<file path="src/rtl/core/block_average_mosaic_unit_defines.svh">
// Assertion macros shared by the block average mosaic RTL.
// Needs a clock named clk and an active-low reset named arst_n in scope.
`ifndef BLOCK_AVERAGE_MOSAIC_UNIT_DEFINES_SVH
`define BLOCK_AVERAGE_MOSAIC_UNIT_DEFINES_SVH

// Same-cycle implication, checked outside reset.
`define BAM_ASSERT_IMP(lbl, ante, cons, msg) \
	lbl: assert property (@(posedge clk) disable iff (!arst_n) (ante) |-> (cons)) \
		else $error(msg);

// Next-cycle implication, checked outside reset.
`define BAM_ASSERT_NXT(lbl, ante, cons, msg) \
	lbl: assert property (@(posedge clk) disable iff (!arst_n) (ante) |=> (cons)) \
		else $error(msg);

`endif

</file>
<file path="src/rtl/core/bam_ram.sv">
// Generic single-port-write, single-port-read RAM with registered read.
// Read during write of the same address returns the old data. No dependencies.
`timescale 1ns / 1ps
`default_nettype none

module bam_ram #(
	parameter int WIDTH = 8,
	parameter int DEPTH = 16
) (
	input  logic                     clk,
	input  logic                     we,
	input  logic [$clog2(DEPTH)-1:0] waddr,
	input  logic [WIDTH-1:0]         wdata,
	input  logic [$clog2(DEPTH)-1:0] raddr,
	output logic [WIDTH-1:0]         rdata
);

	logic [WIDTH-1:0] mem [DEPTH];

	always_ff @(posedge clk) begin
		if (we) begin
			mem[waddr] <= wdata;
		end
		rdata <= mem[raddr];
	end

endmodule

`default_nettype wire

</file>
<file path="config.mk">
export PLATFORM = sky130hd
export DESIGN_NAME = bam_ram
export DESIGN_NICKNAME = d
export VERILOG_FILES = /design/src/rtl/core/block_average_mosaic_unit_defines.svh /design/src/rtl/core/bam_ram.sv
export SDC_FILE = /design/constraint.sdc
export NUM_CORES = 1
export LEC_CHECK = 0
export ABC_AREA = 1
export BUFFER_PORTS_ARGS = -buffer_cell sky130_fd_sc_hd__buf_2
export CELL_PAD_IN_SITES_DETAIL_PLACEMENT = 1
export CELL_PAD_IN_SITES_GLOBAL_PLACEMENT = 2
export CORE_AREA = 5 5 127 129
export DETAILED_ROUTE_END_ITERATION = 10
export DIE_AREA = 0 0 132 134
export GPL_TIMING_DRIVEN = 0
export MAX_ROUTING_LAYER = met4
export PLACE_DENSITY_LB_ADDON = 0.1
export SETUP_SLACK_MARGIN = 0.02
export SLEW_MARGIN = 20
export SYNTH_ARGS = -nofsm -noshare
export SYNTH_HDL_FRONTEND = slang
export SYNTH_SLANG_ARGS = --single-unit
</file>
<file path="constraint.sdc">
create_clock -name clk -period 1.2 [get_ports clk]
set_input_delay 0.06 -clock clk [delete_from_list [all_inputs] [get_ports clk]]
set_output_delay 0.06 -clock clk [all_outputs]
set_load 0.02 [all_outputs]
</file>
* Yosys cells after proc, flatten, opt, wreduce, memory -nomap -nowiden
Memory sizes are Yosys's and may differ from the RTL's. A register that Yosys moved wholly into a read port is not among the register bits. Cells that the tools add are included. W data, S select, Z words.
Storage, ports and cells: flip-flop bits (word level) 0, RAM bits 128, input port bits 18, output and inout bits 8, word-level logic and storage cells 3, memories kept 1
Memories:
- mem | words 16, width 8, rd ports 1, clocked after Yosys merged registers in 1, wr ports 1, RTL line bam_ram.sv:18 | logic [WIDTH-1:0] mem [DEPTH];
Operators by class: muxes and demuxes 2
Operators with widths (number):
- $mux W1 | 2

* Longest topological paths before layout
Gate-level depths: netlist of the first run.
depth after elaboration 2, depth in mapped cells 8, gate-level depth less buffers 7

* Worst setup path before layout of the first run
Ideal clock, no wire load.
path kind input to register, from input waddr[2], to memory mem[10][0] (enable), arrival time 641 ps, required time 830 ps, setup slack 189 ps, stages on the path 2, path buffers 0, cell sequence nand3b_1 nor2_1
RTL lines:
- start, declared | RTL line bam_ram.sv:12 | input logic [$clog2(DEPTH)-1:0] waddr,
- end, declared | RTL line bam_ram.sv:18
Straight into the memory's write port.

* Worst setup path in the final report of the first run
from input waddr[3], to memory mem[6][0] (enable)
Straight into the memory's write port.

==> results.py, run 1 <==
metrics = {
    "grt": {
        "antenna_found_initial": 0,
        "grt.overflow.total": 0,
        "grt_max_degree": 17,
        "gr-usage-all-layers_pct": 19.7,
        "grt_pass1_wl_um": 24500,
        "grt_pass1_vias": 3922,
    },
    "sta": {
        "relSlewSlack_pct": 34.1,
        "tightest_slew_ps": 985,
        "rsz0062_at_grt": "yes",
        "finalSetupViolCount": 0,
        "layout_setup_ws_ps": 25.6,
        "period_needed_ps": 1170,
        "finalCritPeriodShare_pct": 97.9,
        "fmax_ghz": 0.852,
        "hold_viol": 0,
        "finalClockSkew_ps": 5.86,
        "slew_viol_final": 0,
    },
    "critical_path": {
        "worst_path_max_delay_cell": "nor2_1",
        "critical-path-top-delay-family": "simple AND/OR/NAND/NOR gates",
        "timing.rr.end": "rdata[0]",
        "r2r-start": "mem[13][0]",
        "crit_path_cell_trace": "buf_2, nand3b_1, nor2_1",
        "cp.arrival_ps": 1210,
        "slowest_delay_ps": 770,
        "cp-end-kind": "register",
        "crit_required_ps": 1240,
        "worst-r2r-setup-slack_ps": 130,
        "worstSetupStartpointType": "input port",
        "path_class": "input port to register",
        "r2r_cells": 6,
        "cp_num_buf_inv": 1,
        "critPathMaxFanout": 8,
    },
    "synthesis": {
        "ys_seq_area_share_pct": 69.4,
        "syn_area_um2": 5770,
        "synthCells": 551,
        "ys_types": 12,
        "ys_ff_latch": 136,
        "syn_nets": 569,
        "syn_avg_cell_area_um2": 10.5,
        "ys_warn_count": 0,
    },
    "power_and_ir_drop": {
        "p_per_area_nw_per_um2": 1700,
        "p_sw_uw": 2480,
        "p_sw_share_pct": 21.8,
        "power_leakage_uw": 0.00291,
        "clock_power_share_pct": 46.5,
        "ir_drop_mv": 1.06,
        "p_seq_share_pct": 46.8,
        "power.internal_uw": 8920,
        "pwr-share-comb_pct": 6.7,
    },
    "placed_design": {
        "portBuffers": 22,
        "gp_congestion": 0.809,
        "place_worst_setup_slack_ps": -472,
        "dpl.hpwl_um": 10800,
    },
    "die": {
        "die_w_um": 132,
        "die_area_um2": 17700,
        "fp-row-count": 45,
        "start_util_pct": 38.6,
        "die_height_um": 134,
        "design.core.area_um2": 14900,
        "boundaryPins": 26,
    },
    "clock_network": {
        "cts.sinks": 136,
        "insertion_delay_ps": 420,
        "clock_path_buffers": 2,
        "clkTransAtPathRegs_ps": 60,
        "cts_tree": "yes",
        "cts_made_buffers": 17,
        "cts_htree_levels": 4,
        "cts_root_buffer": "clkbuf_16",
    },
    "run": {
        "cap_violations": 0,
    },
    "detailed_routing": {
        "ant_nets": 0,
        "drt-initial-drc-count": 268,
        "drcViolationCount": 0,
        "firstDrtPassIters": 4,
        "vias": 3840,
        "wl_um": 16400,
        "wl_per_cell_um": 20.7,
        "vias_per_cell": 4.85,
    },
    "layout": {
        "layout-drive-gt1-share_pct": 13.2,
        "mostFrequentLayoutCell": "nand2_1",
        "final_util_pct": 45.0,
        "final_cell_mix": "nand2_1, edfxtp_1, inv_1",
        "fill_cells": 1654,
        "areaGrowthSynthToFinish_pct": 16.5,
        "fin_nets": 610,
        "diodes": 0,
    },
    "min_path": {
        "min_path_type": "input port to register",
        "min_path_cells": 1,
        "hold_start": "wdata[2]",
        "min_delay_worst_endpoint": "mem[3][2]",
    },
    "run_status": {
        "status": "finished clean",
    },
}
-- power groups by stage --
stage	combinational (µW)	clock [µW]	sequential, µW
2_1_floorplan	375	0	5470
3_3_place_gp	755	0	5430
3_5_place_dp	766	0	5440
4_1_cts	773	5350	5340
5_1_grt	834	5590	5350
6_report	758	5300	5340
-- worst max path at each step --
stage	depth (start not counted)	slack (ps)	from	end
global route	3	-60	waddr[3]	mem[6][0]
CTS	3	0.1	waddr[3]	mem[6][1]
floorplan	2	190	waddr[2]	mem[10][0]
finish	3	30	waddr[3]	mem[6][0]
detailed placement	3	-470	waddr[3]	mem[4][6]
global placement	3	-460	waddr[3]	mem[4][6]
-- Yosys cell counts --
master	instances	area, µm²
inv_1	100	375
edfxtp_1	128	3840
nand2_1	173	649
nand3b_1	2	15.0
nor2_1	17	63.8
inv_2	2	7.51
buf_4	4	30.0
buf_1	1	3.75
buf_6	6	67.6
dfxtp_1	8	160
nand3_1	97	485
buf_2	13	65.1
-- kinds of logic after synthesis --
kind of cell	Yosys count	share of synthesized area, %
simple gates	289	21.0
flops	136	69.4
buf+inv	126	9.52
-- what timing repair did --
action / CTS / global route
resized for setup: 2 / 2
setup buffers: 0 / 0
hold buffers: 0 / 0
setup endpoints to repair: 16 / 24
-- stage by stage --
stage | std cells | area, µm² | hold slack [ps] | setup TNS (ps) | total power [µW]
floorplan | 551 | 5770 | 159 | 0 | 5850
global placement | 761 | 6110 | 478 | -36250 | 6190
detailed placement | 761 | 6110 | 480 | -38730 | 6210
CTS | 792 | 6710 | 65.5 | 0 | 11500
global route | 792 | 6720 | 68.0 | -851 | 11800
finish | 792 | 6720 | 69.3 | 0 | 11400
-- metal layers --
layer	track usage (%)	vias to the layer above	share of wire, %
met5	-	-	0
met4	5.83	0	1.1
met3	3.26	13	4.5
met2	30.9	90	47
met1	26.5	1880	47
li1	-	1857	-
-- state kept, by name, indices dropped and copies added, names as in the netlist --
name / count
rdata: 8
mem: 128
-- area by class of cell --
class                   count  area (µm²)  area share, %
well taps                 188         235           3.50
inverters                 102         383           5.70
clock buffers              22         474           7.06
flip-flops and latches    136        4000           59.6
plain buffers              24         166           2.48
multi-input cells         289        1220           18.2
clock inverters             9         123           1.82
repair buffers             22         110           1.64
(Power assumes the default switching activity.)
==> inputs of run 2 (changes only) <==
PLACE_DENSITY = 0.78   (was default)
PLACE_DENSITY_LB_ADDON = default   (was 0.1)
RECOVER_POWER = 100   (was default)
==> run 2 against run 1 <==
  * Register-to-register slack worse by 30 ps
  * Critical path depth stayed put
  * Clock power is 3% higher
  * Setup slack worse by 8.9 ps
  * Design area hardly changed
==> results.py, run 2 (synthesis gave the netlist of run 1 again) <==
metrics = {
    "run_status": {
        "status": "finished clean",
    },
    "critical_path": {
        "path_class": "input port to register",
        "crit_path_cell_trace": "buf_2, nand3b_1, nor2_1",
        "critPathMaxFanout": 8,
        "worst_path_max_delay_cell": "nor2_1",
        "slowest_delay_ps": 800,
        "cp-end-kind": "register",
        "crit_required_ps": 1240,
        "cp.arrival_ps": 1220,
        "worstSetupStartpointType": "input port",
    },
    "die": {
        "die_w_um": 132,
        "design.core.area_um2": 14900,
        "boundaryPins": 26,
        "die_height_um": 134,
        "die_area_um2": 17700,
        "start_util_pct": 38.6,
        "fp-row-count": 45,
    },
    "detailed_routing": {
        "wl_per_cell_um": 20.6,
        "drt-initial-drc-count": 307,
        "vias_per_cell": 4.96,
        "wl_um": 16300,
        "wl_met2_um": 8040,
        "wl_met1_um": 7150,
        "vias": 3932,
        "ant_nets": 0,
        "firstDrtPassIters": 4,
        "maxUsedRoutingLayer": "met4",
        "drcViolationCount": 0,
        "met3_length_um": 798,
    },
    "layout": {
        "mostFrequentLayoutCell": "nand2_1",
        "largest_reg_flops": 128,
        "areaGrowthSynthToFinish_pct": 16.5,
        "final_cells": 793,
        "regMostFlops": "mem",
        "layout-drive-gt1-share_pct": 10.4,
        "final_cell_mix": "nand2_1, edfxtp_1, inv_1",
        "reg_top3": "mem: 128 flops, rdata: 8 flops",
        "final_area_um2": 6720,
        "diodes": 0,
        "fin_nets": 610,
    },
    "sta": {
        "period_needed_ps": 1180,
        "fmax_ghz": 0.845,
        "hold_viol": 0,
        "finalClockSkew_ps": 6.88,
        "rsz0062_at_grt": "yes",
        "tightest_slew_ps": 1000,
        "slew_viol_final": 0,
        "finalCritPeriodShare_pct": 98.6,
        "relSlewSlack_pct": 33.0,
        "finalSetupViolCount": 0,
    },
    "power_and_ir_drop": {
        "p_per_area_nw_per_um2": 1720,
        "power_leakage_uw": 0.00287,
        "ir_drop_mv": 0.914,
    },
    "clock_network": {
        "cts_root_buffer": "clkbuf_16",
        "cts_htree_levels": 4,
        "insertion_delay_ps": 420,
        "cts.sinks": 136,
        "clkTransAtPathRegs_ps": 60,
        "cts_tree": "yes",
        "clock_path_buffers": 2,
        "hold_buffers": 0,
        "cts_made_buffers": 17,
    },
    "grt": {
        "grt.overflow.total": 0,
        "grt_max_degree": 17,
        "antenna_found_initial": 0,
        "gr-usage-all-layers_pct": 19.4,
        "grt_pass1_vias": 4124,
        "grt_pass1_wl_um": 24400,
    },
    "placed_design": {
        "placed_area_um2": 6110,
        "portBuffers": 22,
        "gp_congestion": 0.818,
        "dp_cells": 761,
        "dpl.hpwl_um": 10800,
    },
    "min_path": {
        "min_path_type": "input port to register",
    },
    "run": {
        "cap_violations": 0,
    },
}
==> run 2: cell count changes in the layout (fill, tap and decap cells not counted) <==
cell        change
clkinvlp_4      +1
nor2_1          +2
clkbuf_1       +16
clkinv_4        +2
clkbuf_8        -2
nor2_2          -2
bufinv_16       +1
buf_2          -17
==> run 2: critical path, delay by kind of cell <==
family | cells | cell delay (ps)
simple gates | 2 | 1040
buf+inv | 1 | 120
==> run 2: power by group <==
group	internal [µW]	switching (µW)	leakage, µW
Combinational	191	560	0.00134
Sequential	5310	28.8	0.00122
Clock	3510	1950	0.000302
Total	9020	2540	0.00287
==> run 2: per-stage QoR <==
stage               utilization (%)  setup WS (ps)  TNS (ps)  hold WS, ps  total power [µW]
global route                   45.0          -2.16     -4.26         80.8             11900
CTS                            45.1           52.1         0         59.9             11600
global placement               41.0           -390    -31200          478              6170
detailed placement             41.0           -416    -34490          480              6200
finish                         45.0           16.7         0         73.7             11600
floorplan                         -            189         0          159              5850
==> run 2: layer usage <==
metal | track usage, % | vias up
li1 | - | 1854
met1 | 24.1 | 1957
met2 | 31.8 | 99
met3 | 4.16 | 22
met4 | 6.34 | 0
met5 | - | -
==> run 2: path summary, 6_finish.rpt <==
kind | from | end | slack [ps] | cells past startpoint
setup / recovery | waddr[2] | mem[8][4] | 20 | 3
hold / removal | raddr[2] | rdata[0] | 70 | 4
setup reg to reg | mem[10][5] | rdata[5] | 100 | 6
hold reg to reg | mem[4][0] | rdata[0] | 720 | 6
==> run 2: final cells by class <==
| cell class | count | area [µm²] |
|---|---|---|
| flip-flops and latches | 136 | 4000 |
| clock inverters | 13 | 178 |
| repair buffers | 22 | 88.8 |
| plain buffers | 24 | 166 |
| clock buffers | 19 | 443 |
| inverters | 102 | 383 |
| fillers | 1639 | 8200 |
| multi-input cells | 289 | 1220 |
| well taps | 188 | 235 |
==> run 2: timing repair <==
action                                  4_1_cts  5_1_grt
endpoints found under the setup margin        1       26
gates resized for setup                       1        1
buffers inserted                              0        0
hold endpoints to repair                      0        0
==> inputs of run 3 (changes only) <==
HOLD_SLACK_MARGIN = 0.1   (was default)
==> run 3 against run 2 <==
  * Flip-flop and latch count unchanged
  * Power increased by 0.26%
  * Via count increased by 1.1%
  * Utilization increased by 0.73 points
  * Die area unchanged
  * Non-clock buffer count increased by 10
  * Critical endpoint is now mem[7][1]
  * Setup slack improved by 28 ps
  * Sequential share of layout area decreased by 0.95 points
  * Routed wire length increased by 0.40%
  * Critical path type unchanged
==> results.py, run 3 (synthesis gave the netlist of run 1 again) <==
metrics = {
    "sta": {
        "hold_viol": 0,
        "layout_setup_ws_ps": 44.3,
        "final.setup.tns_ps": 0,
        "slew_viol_final": 0,
        "relSlewSlack_pct": 36.1,
        "tightest_slew_ps": 954,
        "finalSetupViolCount": 0,
        "period_needed_ps": 1160,
        "fmax_ghz": 0.865,
        "finalCritPeriodShare_pct": 96.3,
        "finalClockSkew_ps": 6.32,
        "fin_hold_ws_ps": 128,
        "rsz0062_at_grt": "yes",
    },
    "layout": {
        "mostFrequentLayoutCell": "nand2_1",
        "layout-drive-gt1-share_pct": 11.4,
        "reg_top3": "mem: 128 flops, rdata: 8 flops",
        "final_cell_mix": "nand2_1, edfxtp_1, inv_1",
        "largest_reg_flops": 128,
        "diodes": 0,
        "regMostFlops": "mem",
        "areaGrowthSynthToFinish_pct": 18.4,
        "fin_nets": 620,
    },
    "clock_network": {
        "cts_tree": "yes",
        "insertion_delay_ps": 420,
        "cts.sinks": 136,
        "clkTransAtPathRegs_ps": 60,
        "cts_setup_buffers": 0,
        "cts_root_buffer": "clkbuf_16",
        "cts_made_buffers": 17,
        "clock_path_buffers": 2,
        "cts_htree_levels": 4,
    },
    "critical_path": {
        "cp.arrival_ps": 1200,
        "critical_path.startpoint": "waddr[3]",
        "path_class": "input port to register",
        "crit_required_ps": 1240,
        "worstSetupStartpointType": "input port",
        "critPathMaxFanout": 8,
        "r2r-start": "mem[10][5]",
        "cp-end-kind": "register",
    },
    "placed_design": {
        "dpl.hpwl_um": 10800,
        "gp_congestion": 0.818,
        "portBuffers": 22,
        "place_worst_setup_slack_ps": -416,
    },
    "detailed_routing": {
        "firstDrtPassIters": 5,
        "drt-initial-drc-count": 307,
        "wl_per_cell_um": 20.4,
        "wl_um": 16400,
        "vias_per_cell": 4.95,
        "vias": 3975,
        "drcViolationCount": 0,
        "ant_nets": 0,
    },
    "grt": {
        "grt.overflow.total": 0,
        "grt_max_degree": 17,
        "grt_pass1_wl_um": 24700,
        "antenna_found_initial": 0,
        "gr-usage-all-layers_pct": 19.6,
        "grt_pass1_vias": 4180,
    },
    "run": {
        "cap_violations": 0,
    },
    "die": {
        "fp-row-count": 45,
        "die_area_um2": 17700,
        "boundaryPins": 26,
        "die_w_um": 132,
        "start_util_pct": 38.6,
        "design.core.area_um2": 14900,
        "die_height_um": 134,
    },
    "min_path": {
        "hold_start": "raddr[1]",
        "min_path_type": "input port to register",
    },
    "power_and_ir_drop": {
        "p_per_area_nw_per_um2": 1700,
        "p_sw_uw": 2550,
        "p_seq_share_pct": 46.1,
        "power_leakage_uw": 0.00293,
        "p_sw_share_pct": 22.0,
        "power.internal_uw": 9040,
        "pwr-share-comb_pct": 6.7,
        "clock_power_share_pct": 47.2,
        "ir_drop_mv": 0.916,
    },
    "run_status": {
        "status": "finished clean",
    },
}
==> run 3: layer usage <==
metal | routed length, µm | global-route usage, % | vias to the layer above
met5 | 0 | - | -
met1 | 7170 | 24.5 | 1972
met3 | 844 | 4.16 | 24
li1 | - | - | 1875
met4 | 333 | 6.34 | 0
met2 | 8040 | 31.9 | 104
==> run 3: stage by stage <==
step	cell area (µm²)	cells	total power, µW	utilization [%]
2_1_floorplan	5770	551	5850	-
3_3_place_gp	6110	761	6170	41.0
3_5_place_dp	6110	761	6200	41.0
4_1_cts	6840	803	11700	45.8
5_1_grt	6830	803	11900	45.7
6_report	6830	803	11600	45.7
==> run 3: final cells by class <==
type	instances	area, µm²
Fill cell	1640	8100
Clock inverter	13	178
Multi-Input combinational cell	289	1220
Tap cell	188	235
Inverter	102	383
Timing Repair Buffer	32	198
Sequential cell	136	4000
Buffer	24	166
Clock buffer	19	443
==> run 3: timing repair <==
item                                    CTS  global route
endpoints found under the setup margin    1            26
hold buffers                             10             0
hold endpoints to repair                131             0
resized for setup                         1             1
pin swaps                                 0             0
==> run 3: critical path, cell delays in order <==
cell      delay, ps
buf_2           120
nand3b_1        270
nor2_1          750
==> run 3: worst paths after layout <==
check	end	slack [ps]	cells after the start
max reg2reg	rdata[5]	100	6
min	rdata[0]	130	5
max	mem[7][1]	40	3
min reg2reg	rdata[0]	720	6
==> run 3: power by group through the flow <==
| stage | Combinational [µW] | Clock (µW) | Sequential [µW] |
|---|---|---|---|
| floorplan | 375 | 0 | 5470 |
| global placement | 739 | 0 | 5430 |
| detailed placement | 761 | 0 | 5440 |
| CTS | 796 | 5520 | 5340 |
| global route | 848 | 5740 | 5350 |
| finish | 778 | 5470 | 5340 |
