## src/rtl/core/block_average_mosaic_unit_defines.svh

```systemverilog
// Assertion macros shared by the block average mosaic RTL.
// Needs a clock named clk and an active-low reset named arst_n in scope.
`ifndef BLOCK_AVERAGE_MOSAIC_UNIT_DEFINES_SVH
`define BLOCK_AVERAGE_MOSAIC_UNIT_DEFINES_SVH

// Same-cycle implication, checked outside reset.
`define BAM_ASSERT_IMP(lbl, ante, cons, msg) \
	lbl: assert property (@(posedge clk) disable iff (!arst_n) (ante) |-> (cons)) \
		else $error(msg);

// Next-cycle implication, checked outside reset.
`define BAM_ASSERT_NXT(lbl, ante, cons, msg) \
	lbl: assert property (@(posedge clk) disable iff (!arst_n) (ante) |=> (cons)) \
		else $error(msg);

`endif

```

## src/rtl/core/bam_pkg.sv

```systemverilog
// Shared constants, types and helpers of the block average mosaic unit.
// No dependencies; imported by every module of the block but bam_ram.
`timescale 1ns / 1ps
`default_nettype none

package bam_pkg;

	localparam int MAX_WIDTH  = 1024;
	localparam int MAX_HEIGHT = 1024;
	localparam int MAX_BLOCK  = 64;

	localparam int NCH    = 4;                         // red, green, blue, alpha
	localparam int CH_W   = 8;
	localparam int SUM_W  = 20;
	localparam int COL_W  = $clog2(MAX_WIDTH);         // column / store index
	localparam int ROW_W  = $clog2(MAX_HEIGHT);
	localparam int DIM_W  = $clog2(MAX_WIDTH + 1);     // frame size incl. max
	localparam int BLK_W  = $clog2(MAX_BLOCK + 1);     // tile size incl. max
	localparam int OFS_W  = $clog2(MAX_BLOCK);         // offset inside a tile
	localparam int CNT_W  = 2 * BLK_W;                 // pixels per tile
	localparam int STEP_W = $clog2(CH_W);

	localparam int IN_TDATA_W  = NCH * CH_W;
	localparam int OUT_BITS    = NCH * CH_W + COL_W + ROW_W + 2 * BLK_W;
	localparam int OUT_TDATA_W = ((OUT_BITS + 7) / 8) * 8;
	localparam int OUT_PAD_W   = OUT_TDATA_W - OUT_BITS;

	localparam int CFG_IDX_W  = 3;
	localparam int CFG_DATA_W = DIM_W;

	localparam logic [CFG_IDX_W-1:0] REG_IMAGE_WIDTH   = 3'd0;
	localparam logic [CFG_IDX_W-1:0] REG_IMAGE_HEIGHT  = 3'd1;
	localparam logic [CFG_IDX_W-1:0] REG_BLOCK_WIDTH   = 3'd2;
	localparam logic [CFG_IDX_W-1:0] REG_BLOCK_HEIGHT  = 3'd3;
	localparam logic [CFG_IDX_W-1:0] REG_ALPHA_PRESENT = 3'd4;
	localparam logic [CFG_IDX_W-1:0] NUM_REGS          = 3'd5;

	localparam logic [CH_W-1:0] ALPHA_OPAQUE = 8'hff;

	typedef logic [NCH-1:0][CH_W-1:0]  bam_pix_t;
	typedef logic [NCH-1:0][SUM_W-1:0] bam_sums_t;

	typedef struct packed {
		logic [COL_W-1:0] col;
		logic [ROW_W-1:0] row;
		logic [BLK_W-1:0] tw;
		logic [BLK_W-1:0] th;
		logic             frame_end;
	} bam_meta_t;

	typedef struct packed {
		bam_meta_t meta;
		logic      first;   // opens the tile: sums restart
		logic      last;    // closes the tile: average goes out
	} bam_tile_t;

	typedef struct packed {
		logic busy;
		logic done;
	} bam_div_stat_t;

	// 0 acts as 1, anything above max acts as max
	function automatic logic [DIM_W-1:0] clamp_dim(input logic [DIM_W-1:0] v,
		input logic [DIM_W-1:0] max_v);
		logic [DIM_W-1:0] r;
		begin
			if (v == '0) begin
				r = DIM_W'(1);
			end else if (v > max_v) begin
				r = max_v;
			end else begin
				r = v;
			end
			return r;
		end
	endfunction

	function automatic logic [BLK_W-1:0] clamp_blk(input logic [BLK_W-1:0] v);
		logic [BLK_W-1:0] r;
		begin
			if (v == '0) begin
				r = BLK_W'(1);
			end else if (v > BLK_W'(MAX_BLOCK)) begin
				r = BLK_W'(MAX_BLOCK);
			end else begin
				r = v;
			end
			return r;
		end
	endfunction

endpackage

`default_nettype wire

```

## src/rtl/core/bam_raster.sv

```systemverilog
// Raster position counters and tile geometry of the current pixel.
// Depends on bam_pkg.
`timescale 1ns / 1ps
`default_nettype none

module bam_raster (
	input  logic                     clk,
	input  logic                     arst_n,
	input  logic                     advance,
	input  logic                     restart,
	input  logic [bam_pkg::DIM_W-1:0] frame_w,
	input  logic [bam_pkg::DIM_W-1:0] frame_h,
	input  logic [bam_pkg::BLK_W-1:0] blk_w,
	input  logic [bam_pkg::BLK_W-1:0] blk_h,
	output bam_pkg::bam_tile_t       tile
);
	import bam_pkg::*;

	logic [COL_W-1:0] pix_col_q;
	logic [ROW_W-1:0] pix_line_q;
	logic [OFS_W-1:0] col_in_q;
	logic [OFS_W-1:0] line_in_q;

	logic [COL_W-1:0] ocol;
	logic [ROW_W-1:0] orow;
	logic [DIM_W-1:0] rem_w, rem_h;
	logic [BLK_W-1:0] tw, th;
	logic             line_wrap, frame_wrap, col_in_wrap, line_in_wrap;

	always_comb begin
		ocol  = pix_col_q - COL_W'(col_in_q);
		orow  = pix_line_q - ROW_W'(line_in_q);
		rem_w = frame_w - DIM_W'(ocol);
		rem_h = frame_h - DIM_W'(orow);
		tw    = (rem_w < DIM_W'(blk_w)) ? BLK_W'(rem_w) : blk_w;
		th    = (rem_h < DIM_W'(blk_h)) ? BLK_W'(rem_h) : blk_h;

		line_wrap    = (DIM_W'(pix_col_q) + DIM_W'(1)) >= frame_w;
		frame_wrap   = (DIM_W'(pix_line_q) + DIM_W'(1)) >= frame_h;
		col_in_wrap  = (BLK_W'(col_in_q) + BLK_W'(1)) >= blk_w;
		line_in_wrap = (BLK_W'(line_in_q) + BLK_W'(1)) >= blk_h;

		tile.meta.col       = ocol;
		tile.meta.row       = orow;
		tile.meta.tw        = tw;
		tile.meta.th        = th;
		tile.meta.frame_end = line_wrap && frame_wrap;
		tile.first          = (col_in_q == '0) && (line_in_q == '0);
		tile.last           = ((BLK_W'(col_in_q) + BLK_W'(1)) == tw) &&
		                      ((BLK_W'(line_in_q) + BLK_W'(1)) == th);
	end

	always_ff @(posedge clk or negedge arst_n) begin
		if (!arst_n) begin
			pix_col_q  <= '0;
			pix_line_q <= '0;
			col_in_q   <= '0;
			line_in_q  <= '0;
		end else if (restart) begin
			pix_col_q  <= '0;
			pix_line_q <= '0;
			col_in_q   <= '0;
			line_in_q  <= '0;
		end else if (advance) begin
			if (line_wrap) begin
				pix_col_q <= '0;
				col_in_q  <= '0;
				if (frame_wrap) begin
					pix_line_q <= '0;
					line_in_q  <= '0;
				end else begin
					pix_line_q <= pix_line_q + ROW_W'(1);
					line_in_q  <= line_in_wrap ? '0 : line_in_q + OFS_W'(1);
				end
			end else begin
				pix_col_q <= pix_col_q + COL_W'(1);
				col_in_q  <= col_in_wrap ? '0 : col_in_q + OFS_W'(1);
			end
		end
	end

endmodule

`default_nettype wire

```

## config.mk

```make
export PLATFORM = sky130hd
export DESIGN_NAME = bam_raster
export DESIGN_NICKNAME = d
export VERILOG_FILES = /design/src/rtl/core/block_average_mosaic_unit_defines.svh /design/src/rtl/core/bam_pkg.sv /design/src/rtl/core/bam_raster.sv
export SDC_FILE = /design/constraint.sdc
export NUM_CORES = 1
export LEC_CHECK = 0
export ABC_AREA = 1
export BUFFER_PORTS_ARGS = -buffer_cell sky130_fd_sc_hd__buf_4
export CORE_MARGIN = 1
export CORE_UTILIZATION = 35
export DETAILED_ROUTE_END_ITERATION = 16
export GPL_TIMING_DRIVEN = 0
export PLACE_DENSITY = 0.55
export SLEW_MARGIN = 10
export SYNTH_ARGS = -nofsm -noshare
export SYNTH_HDL_FRONTEND = slang
export SYNTH_SLANG_ARGS = --single-unit
```

## constraint.sdc

```tcl
create_clock -name clk -period 12.4 [get_ports clk]
set_clock_uncertainty 0.05 [all_clocks]
set_input_delay 1.86 -clock clk [delete_from_list [all_inputs] [get_ports clk]]
set_output_delay 1.86 -clock clk [all_outputs]
set_load 0.1 [all_outputs]
```

Word level (Yosys, flattened, before mapping)
Cells that the tools add are included.
{ "classes": {"addsub": 12, "magnitude_cmp": 6, "eq_ne": 2, "mux": 18, "n_reduce_logical": 8} }
{ "ops": {"columns": ["operator", "count"], "rows": [
  ["10-bit 2-to-1 mux", 7],
  ["6-bit 2-to-1 mux", 9],
  ["10-bit by 1-bit adder with 11-bit output (second input constant)", 2],
  ["11-bit greater-or-equal comparator", 2],
  ["11-bit by 7-bit < comparator with 1-bit output", 2],
  ["11-bit by 10-bit subtractor with 11-bit output", 2],
  ["10-bit by 1-bit adder with 10-bit output (second input constant)", 2],
  ["10-bit by 6-bit subtractor with 10-bit output", 2],
  ["6-bit by 1-bit adder with 7-bit output (second input constant)", 2],
  ["7-bit == test", 2],
  ["7-bit greater-or-equal comparator", 2],
  ["7-bit 2-to-1 mux", 2],
  ["6-bit by 1-bit adder with 6-bit output (second input constant)", 2],
  ["6-bit logical NOT", 2],
  ["2-bit nonzero test", 2],
  ["1-bit logical AND", 3],
  ["2-bit AND reduction", 1]
]} }
{ "word_totals": {"regBits": 32, "input_bits": 40, "out_inout_bits": 37, "word_cells": 50} }

Depth between registers and ports, before layout
Gate-level depths: netlist (run 1).
{ "logic_depth": {"depth_word": 7, "mapped_depth": 31, "mapped_depth_nobuf": 31} }

Least setup slack after synthesis (run 1)
No wires, ideal clock.
{ "synth_path": {"path_type": "register to output", "startpoint": "register pix_col_q[0]", "endpoint": "output port tile[0] (netlist bit)", "arrival_ns": 7.148, "required_ns": 10.490, "path_slack_ns": 3.342, "stages_incl_launch_ff": 29, "path_buffers": 0, "cell_sequence": "dfrtp_1 > inv_1 > ha_1 > inv_1 > fa_1 > nand3_1 > nand3_1 > xor2_1 > inv_1 > ha_1 > or2_2 > nand2_1 > inv_1 > ha_1 > nand3_1 > nand2_1 > o21ai_0 > nand2_1 > a21oi_1 > nand3_2 > nor2_8 > nand3_4 > nand2_1 > nand2_1 > nand2_1 > nand2_1 > nor2_1 > nand3_1 > nor2_1"} }
{ "synth_rtl": {"columns": ["item", "line_no", "rtl"], "rows": [
  ["start, declared", "bam_raster.sv:19", "logic [COL_W-1:0] pix_col_q;"],
  ["start signal, assigned", "bam_raster.sv:76", "pix_col_q <= pix_col_q + COL_W'(1);"],
  ["end, declared", "bam_raster.sv:15", "output bam_pkg::bam_tile_t tile"]
]} }

==> results of run 1 <==
-- cells by family (layout without fill, tap and decap cells) --
logic type,after synthesis,after routing,synth area share
and+or+nand+nor,395,395,0.356
buffers and inverters,169,253,0.122
AOI/OAI and AO/OA,92,92,0.103
adders and majority gates,84,84,0.207
xor gates and xnor gates,35,35,0.0588
DFF,32,32,0.153
-- final timing paths --
check                                           from                         to  slack [ns]
setup / recovery                          frame_h[0]                    tile[0]        4.78
hold / removal             pix_line_q[0]$_DFFE_PN0P_  pix_line_q[0]$_DFFE_PN0P_        0.54
setup reg to reg            pix_col_q[0]$_DFFE_PN0P_   line_in_q[3]$_DFFE_PN0P_        8.19
hold reg to reg            pix_line_q[0]$_DFFE_PN0P_  pix_line_q[0]$_DFFE_PN0P_        0.54
max in group asynchronous                     arst_n    col_in_q[5]$_DFFE_PN0P_       10.52
min in group asynchronous                     arst_n   pix_col_q[9]$_DFFE_PN0P_        1.47
-- worst max-delay path: cells and delay by family --
family	cells	cell delay, ns
buf+inv	4	0.49
simple gates	15	1.72
fa+ha+maj	3	0.95
compound gates	3	0.71
-- layer usage --
| layer | up-vias | GRT usage | wire length (um) |
|---|---|---|---|
| li1 | 2811 | - | - |
| met1 | 2291 | 0.258 | 6700 |
| met2 | 88 | 0.340 | 6630 |
| met3 | 9 | 0.0211 | 486 |
| met4 | 0 | 0.0260 | 103 |
| met5 | - | 0 | 0 |
-- metrics by stage --
stage / cell area [um^2] / setup WS (ns) / instances
floorplan: 5220 / 3.34 / 807
global placement: 6020 / 4.74 / 1067
detailed placement: 6020 / 4.73 / 1067
CTS: 6190 / 4.72 / 1075
global route: 6190 / 4.36 / 1075
finish: 6190 / 4.78 / 1075
-- sequential cells by signal, summed over array words and instances (netlist names) --
signal,count
col_in_q,6
pix_line_q,10
line_in_q,6
pix_col_q,10
-- cell type report --
| type | count | area [um^2] | share of cell area |
|---|---|---|---|
| inverters | 166 | 623 | 0.101 |
| multi-input cells | 606 | 3780 | 0.611 |
| clock inverters | 3 | 42.5 | 0.00688 |
| clock buffers | 5 | 125 | 0.0202 |
| repair buffers | 76 | 571 | 0.0922 |
| plain buffers | 3 | 11.3 | 0.00182 |
| flip-flops and latches | 32 | 801 | 0.129 |
| well taps | 184 | 230 | 0.0372 |
-- power breakdown --
group          leakage, nW  internal [mW]  switching, mW  total [mW]
logic                 3.12          0.330          0.930        1.26
clock network       0.0798         0.0943         0.0485       0.143
registers            0.439          0.112         0.0100       0.122
total                 3.64          0.536          0.989        1.52
-- layout by cell type, fill, tap and decap left out, types with 3 or more instances in the layout --
| cell | instances |
|---|---|
| nand3b_1 | 3 |
| inv_2 | 6 |
| o21ai_0 | 28 |
| nand2_1 | 208 |
| clkbuf_16 | 5 |
| o22ai_1 | 17 |
| a21oi_1 | 22 |
| dfrtp_1 | 32 |
| ha_1 | 80 |
| a21boi_0 | 3 |
| a21o_1 | 4 |
| o21bai_1 | 4 |
| inv_1 | 160 |
| xor2_1 | 33 |
| nand2_2 | 12 |
| buf_4 | 76 |
| fa_1 | 4 |
| nand3_1 | 74 |
| nand3_2 | 9 |
| nand4_1 | 34 |
| o21a_1 | 5 |
| nor3_1 | 6 |
| nor2_1 | 38 |
| clkbuf_1 | 3 |
==> flow_metrics.env, run 1 <==
export IMPL_status="finished, final reports clean"
export IMPL_wl_per_cell_um=13.0
export IMPL_synthCells=807
export IMPL_drc_errors=0
export IMPL_drt_first_iter_violations=244
export IMPL_clk_path_buf_depth=2
export IMPL_ys_ff_latch=32
export IMPL_rsz0062_at_grt="no"
export IMPL_path_clk_slew_ns=0.06
export IMPL_synth_nets=931
export IMPL_routabilityCongestion=0.828
export IMPL_yosysMostFrequentCell="nand2_1"
export IMPL_min_period_over_period=0.615
export IMPL_die_area_um2=15400
export IMPL_hold_path_class="reg2reg"
export IMPL_post_route_min_period_ns=7.62
export IMPL_max_stage_delay_ns=0.43
export IMPL_antenna_cells=0
export IMPL_worst_slew_pin_slew_ns=0.637
export IMPL_clock_sinks=32
export IMPL_firstDrtPassIters=4
export IMPL_die_w_um=124
export IMPL_yosys_top_cells_area="ha_1 19%, dfrtp_1 15%, nand2_1 15%"
export IMPL_relSlewSlack=0.574
export IMPL_crit_arrival_ns=5.71
export IMPL_cp_required_ns=10.49
export IMPL_synth_cell_area_um2=5220
export IMPL_synth_cell_type_count=36
export IMPL_rows=44
export IMPL_grt_overflow=0
export IMPL_wl_mm=13.9
export IMPL_grt_antenna_before_repair=0
export IMPL_end_kind="output port"
export IMPL_power_mw=1.52
export IMPL_cpMostUsedCell="nand2_1"
export IMPL_htree_num_levels=2
export IMPL_cp_max_fo=10
export IMPL_synthArstFlopShare=1.00
export IMPL_fillCellCount=1586
export IMPL_min_path_cells=1
export IMPL_grt_max_degree=33
export IMPL_hpwl_mm=12.0
export IMPL_vdd_drop_max_mv=0.249
export IMPL_whs_ns=0.540
export IMPL_max_cap_viol_count=0
export IMPL_area_delta_synth_final_pct=18.6
export IMPL_root_buffer="clkbuf_16"
export IMPL_reg2reg_depth=16
export IMPL_initial_core_util=0.359
export IMPL_yosysSeqAreaShare=0.153
export IMPL_synth_edf_count=0
export IMPL_netlist_area_leader_share=0.192
export IMPL_crit_slowest_cell="fa_1"
export IMPL_finalSetupViolCount=0
export IMPL_drive_gt1_frac=0.135
export IMPL_setup_tns_ns=0
export IMPL_fp_dieH_um=124
export IMPL_clock_latency_ns=0.28
export IMPL_synth_top_area_cell="ha_1"
export IMPL_synthFlopType="dfrtp_1"
export IMPL_gr_usage_all_layers=0.193
export IMPL_cts_setup_buffers=0
export IMPL_cts_tree="done"
export IMPL_postCtsHoldBufs=0
export IMPL_nets=1014
export IMPL_synth_common_cells="208 x nand2_1, 160 x inv_1, 80 x ha_1"
export IMPL_ys_warn_count=0
export IMPL_io_pins=77
export IMPL_max_freq_mhz=131
export IMPL_viasPerCell=4.84
export IMPL_cts_repair_resized=0
export IMPL_power_density_nw_per_um2=247
export IMPL_start_kind="input port"
export IMPL_grt_first_pass_wirelength_mm=23.5
export IMPL_design_core_area_um2=14500
export IMPL_ant_nets=0
export IMPL_post_route_util=0.426
export IMPL_drv_slew=0
export IMPL_synth_avg_cell_area_um2=6.47
export IMPL_vias=5199
export IMPL_criticalPathCategory="in2out"
export IMPL_hold_violations=0
export IMPL_io_buffers=76
export IMPL_grt_pass1_vias=4934
export IMPL_cts_buffers=5
export IMPL_power_leakage_nw=3.64
No activity file was read; power rests on OpenSTA's default activity.
==> run 2: changes to the inputs <==
--- a/config.mk
+++ b/config.mk
@@ -11,7 +11,7 @@
 export CORE_UTILIZATION = 35
 export DETAILED_ROUTE_END_ITERATION = 16
 export GPL_TIMING_DRIVEN = 0
-export PLACE_DENSITY = 0.55
+export PLACE_DENSITY = 0.57
 export SLEW_MARGIN = 10
 export SYNTH_ARGS = -nofsm -noshare
 export SYNTH_HDL_FRONTEND = slang
==> constraint.sdc (replaced) <==
create_clock -name clk -period 6.6 [get_ports clk]
set_clock_uncertainty 0.05 [all_clocks]
set_input_delay 0.99 -clock clk [delete_from_list [all_inputs] [get_ports clk]]
set_output_delay 0.99 -clock clk [all_outputs]
set_load 0.1 [all_outputs]
==> flow_metrics.env, run 2 (same netlist as run 1, synthesis figures left out) <==
export IMPL_hpwl_mm=12.1
export IMPL_io_pins=77
export IMPL_rows=44
export IMPL_post_route_min_period_ns=6.15
export IMPL_max_freq_mhz=163
export IMPL_htree_num_levels=2
export IMPL_end_kind="output port"
export IMPL_clock_latency_ns=0.27
export IMPL_finalSetupViolCount=0
export IMPL_layout_common_cells="200 x nand2_1, 159 x inv_1, 78 x ha_1, 78 x buf_4, 73 x nand3_1"
export IMPL_die_w_um=124
export IMPL_vdd_drop_max_mv=0.341
export IMPL_hold_violations=0
export IMPL_power_leakage_nw=3.69
export IMPL_combPwrFrac=0.828
export IMPL_relSlewSlack=0.521
export IMPL_cp_max_fo=10
export IMPL_fillCellCount=1562
export IMPL_fp_dieH_um=124
export IMPL_nets=1017
export IMPL_drt_first_iter_violations=232
export IMPL_initial_core_util=0.359
export IMPL_crit_arrival_ns=5.11
export IMPL_start_kind="flip-flop"
export IMPL_min_period_over_period=0.932
export IMPL_vias=5181
export IMPL_postCtsHoldBufs=0
export IMPL_drc_errors=0
export IMPL_cpMostUsedCell="nand2_1"
export IMPL_worst_slew_pin_slew_ns=0.715
export IMPL_ant_nets=0
export IMPL_setup_tns_ns=0
export IMPL_cp_required_ns=5.56
export IMPL_power_mw=2.99
export IMPL_clk_path_buf_depth=2
export IMPL_io_buffers=76
export IMPL_cts_buffers=5
export IMPL_root_buffer="clkbuf_16"
export IMPL_wl_mm=14.1
export IMPL_whs_ns=0.535
export IMPL_timing_critical_path_buf_inv=4
export IMPL_routabilityCongestion=0.823
export IMPL_viasPerCell=4.81
export IMPL_reg_top3="pix_col_q x10, pix_line_q x10"
export IMPL_p_sw_mw=1.90
export IMPL_final_common_cell="nand2_1"
export IMPL_grt_antenna_before_repair=0
export IMPL_grt_pass1_vias=4937
export IMPL_power_density_nw_per_um2=466
export IMPL_path_clk_slew_ns=0.05
export IMPL_switching_share=0.635
export IMPL_firstDrtPassIters=4
export IMPL_crit_family="simple AND/OR/NAND/NOR gates"
export IMPL_antenna_cells=0
export IMPL_crit_slowest_cell="ha_2"
export IMPL_hold_path_class="reg2reg"
export IMPL_pwr_share_seq=0.077
export IMPL_status="finished, final reports clean"
export IMPL_wl_per_cell_um=13.1
export IMPL_drive_gt1_frac=0.168
export IMPL_p_int_mw=1.09
export IMPL_criticalPathCategory="reg2out"
export IMPL_cts_tree="done"
export IMPL_die_area_um2=15400
export IMPL_grt_overflow=0
export IMPL_grt_first_pass_wirelength_mm=23.5
export IMPL_gr_usage_all_layers=0.194
export IMPL_drv_slew=0
export IMPL_rsz0062_at_grt="no"
export IMPL_area_delta_synth_final_pct=22.9
export IMPL_max_stage_delay_ns=0.43
export IMPL_p_clk_frac=0.095
export IMPL_grt_max_degree=33
export IMPL_max_cap_viol_count=0
export IMPL_clock_sinks=32
export IMPL_design_core_area_um2=14500
run 2: cell types whose count changed in the layout (fill, tap and decap cells not counted), moves of 6 or more:
cell     change
nand2_1      -8
xor2_4       +6
nand2_2      +8
xor2_1       -8
run 2: path summary, 6_finish.rpt:
| path | slack [ns] | to | cells after the start | from |
|---|---|---|---|---|
| max in group asynchronous | 5.56 | line_in_q[0]$_DFFE_PN0P_ | 1 | arst_n |
| worst max-delay path | 0.45 | tile[0] | 29 | col_in_q[2]$_DFFE_PN0P_ |
| worst max register to register | 2.28 | line_in_q[4]$_DFFE_PN0P_ | 16 | pix_col_q[0]$_DFFE_PN0P_ |
| worst min-delay path | 0.53 | pix_line_q[0]$_DFFE_PN0P_ | 1 | pix_line_q[0]$_DFFE_PN0P_ |
| min in group asynchronous | 0.60 | pix_col_q[9]$_DFFE_PN0P_ | 1 | arst_n |
| worst min register to register | 0.53 | pix_line_q[0]$_DFFE_PN0P_ | 1 | pix_line_q[0]$_DFFE_PN0P_ |
run 2: per-stage QoR:
step	setup WS, ns	area, um^2	cells	util
2_1_floorplan	0.149	5380	807	-
3_3_place_gp	0.404	6180	1067	0.425
3_5_place_dp	0.399	6180	1067	0.425
4_1_cts	0.0907	6360	1075	0.438
5_1_grt	0.0175	6410	1078	0.441
6_report	0.448	6410	1078	0.441
run 2: per-layer routing:
metal,vias up,global-route usage,wire [um]
li1,2812,-,-
met1,2294,0.254,6740
met2,71,0.354,6910
met3,4,0.0151,414
met4,0,0.0223,78
met5,-,0,0
run 2: timing repair:
| action | in CTS | in global routing |
|---|---|---|
| buffers inserted | 0 | 3 |
| endpoints found under the setup margin | 0 | 1 |
| resized for setup | 0 | 12 |
run 2: layout make-up:
class / count / area (um^2) / share of cell area
plain buffers: 3 / 11.3 / 0.00176
clock buffers: 7 / 153 / 0.0238
clock inverters: 1 / 30.0 / 0.00468
inverters: 166 / 623 / 0.0972
multi-input cells: 606 / 3960 / 0.618
flip-flops and latches: 32 / 802 / 0.125
well taps: 184 / 230 / 0.0359
repair buffers: 79 / 601 / 0.0936
run 2: power groups by stage:
stage / sequential, mW / combinational [mW] / clock (mW)
floorplan: 0.227 / 1.94 / 0
global placement: 0.233 / 2.42 / 0
detailed placement: 0.233 / 2.43 / 0
CTS: 0.230 / 2.44 / 0.290
global route: 0.233 / 2.72 / 0.301
finish: 0.230 / 2.47 / 0.284
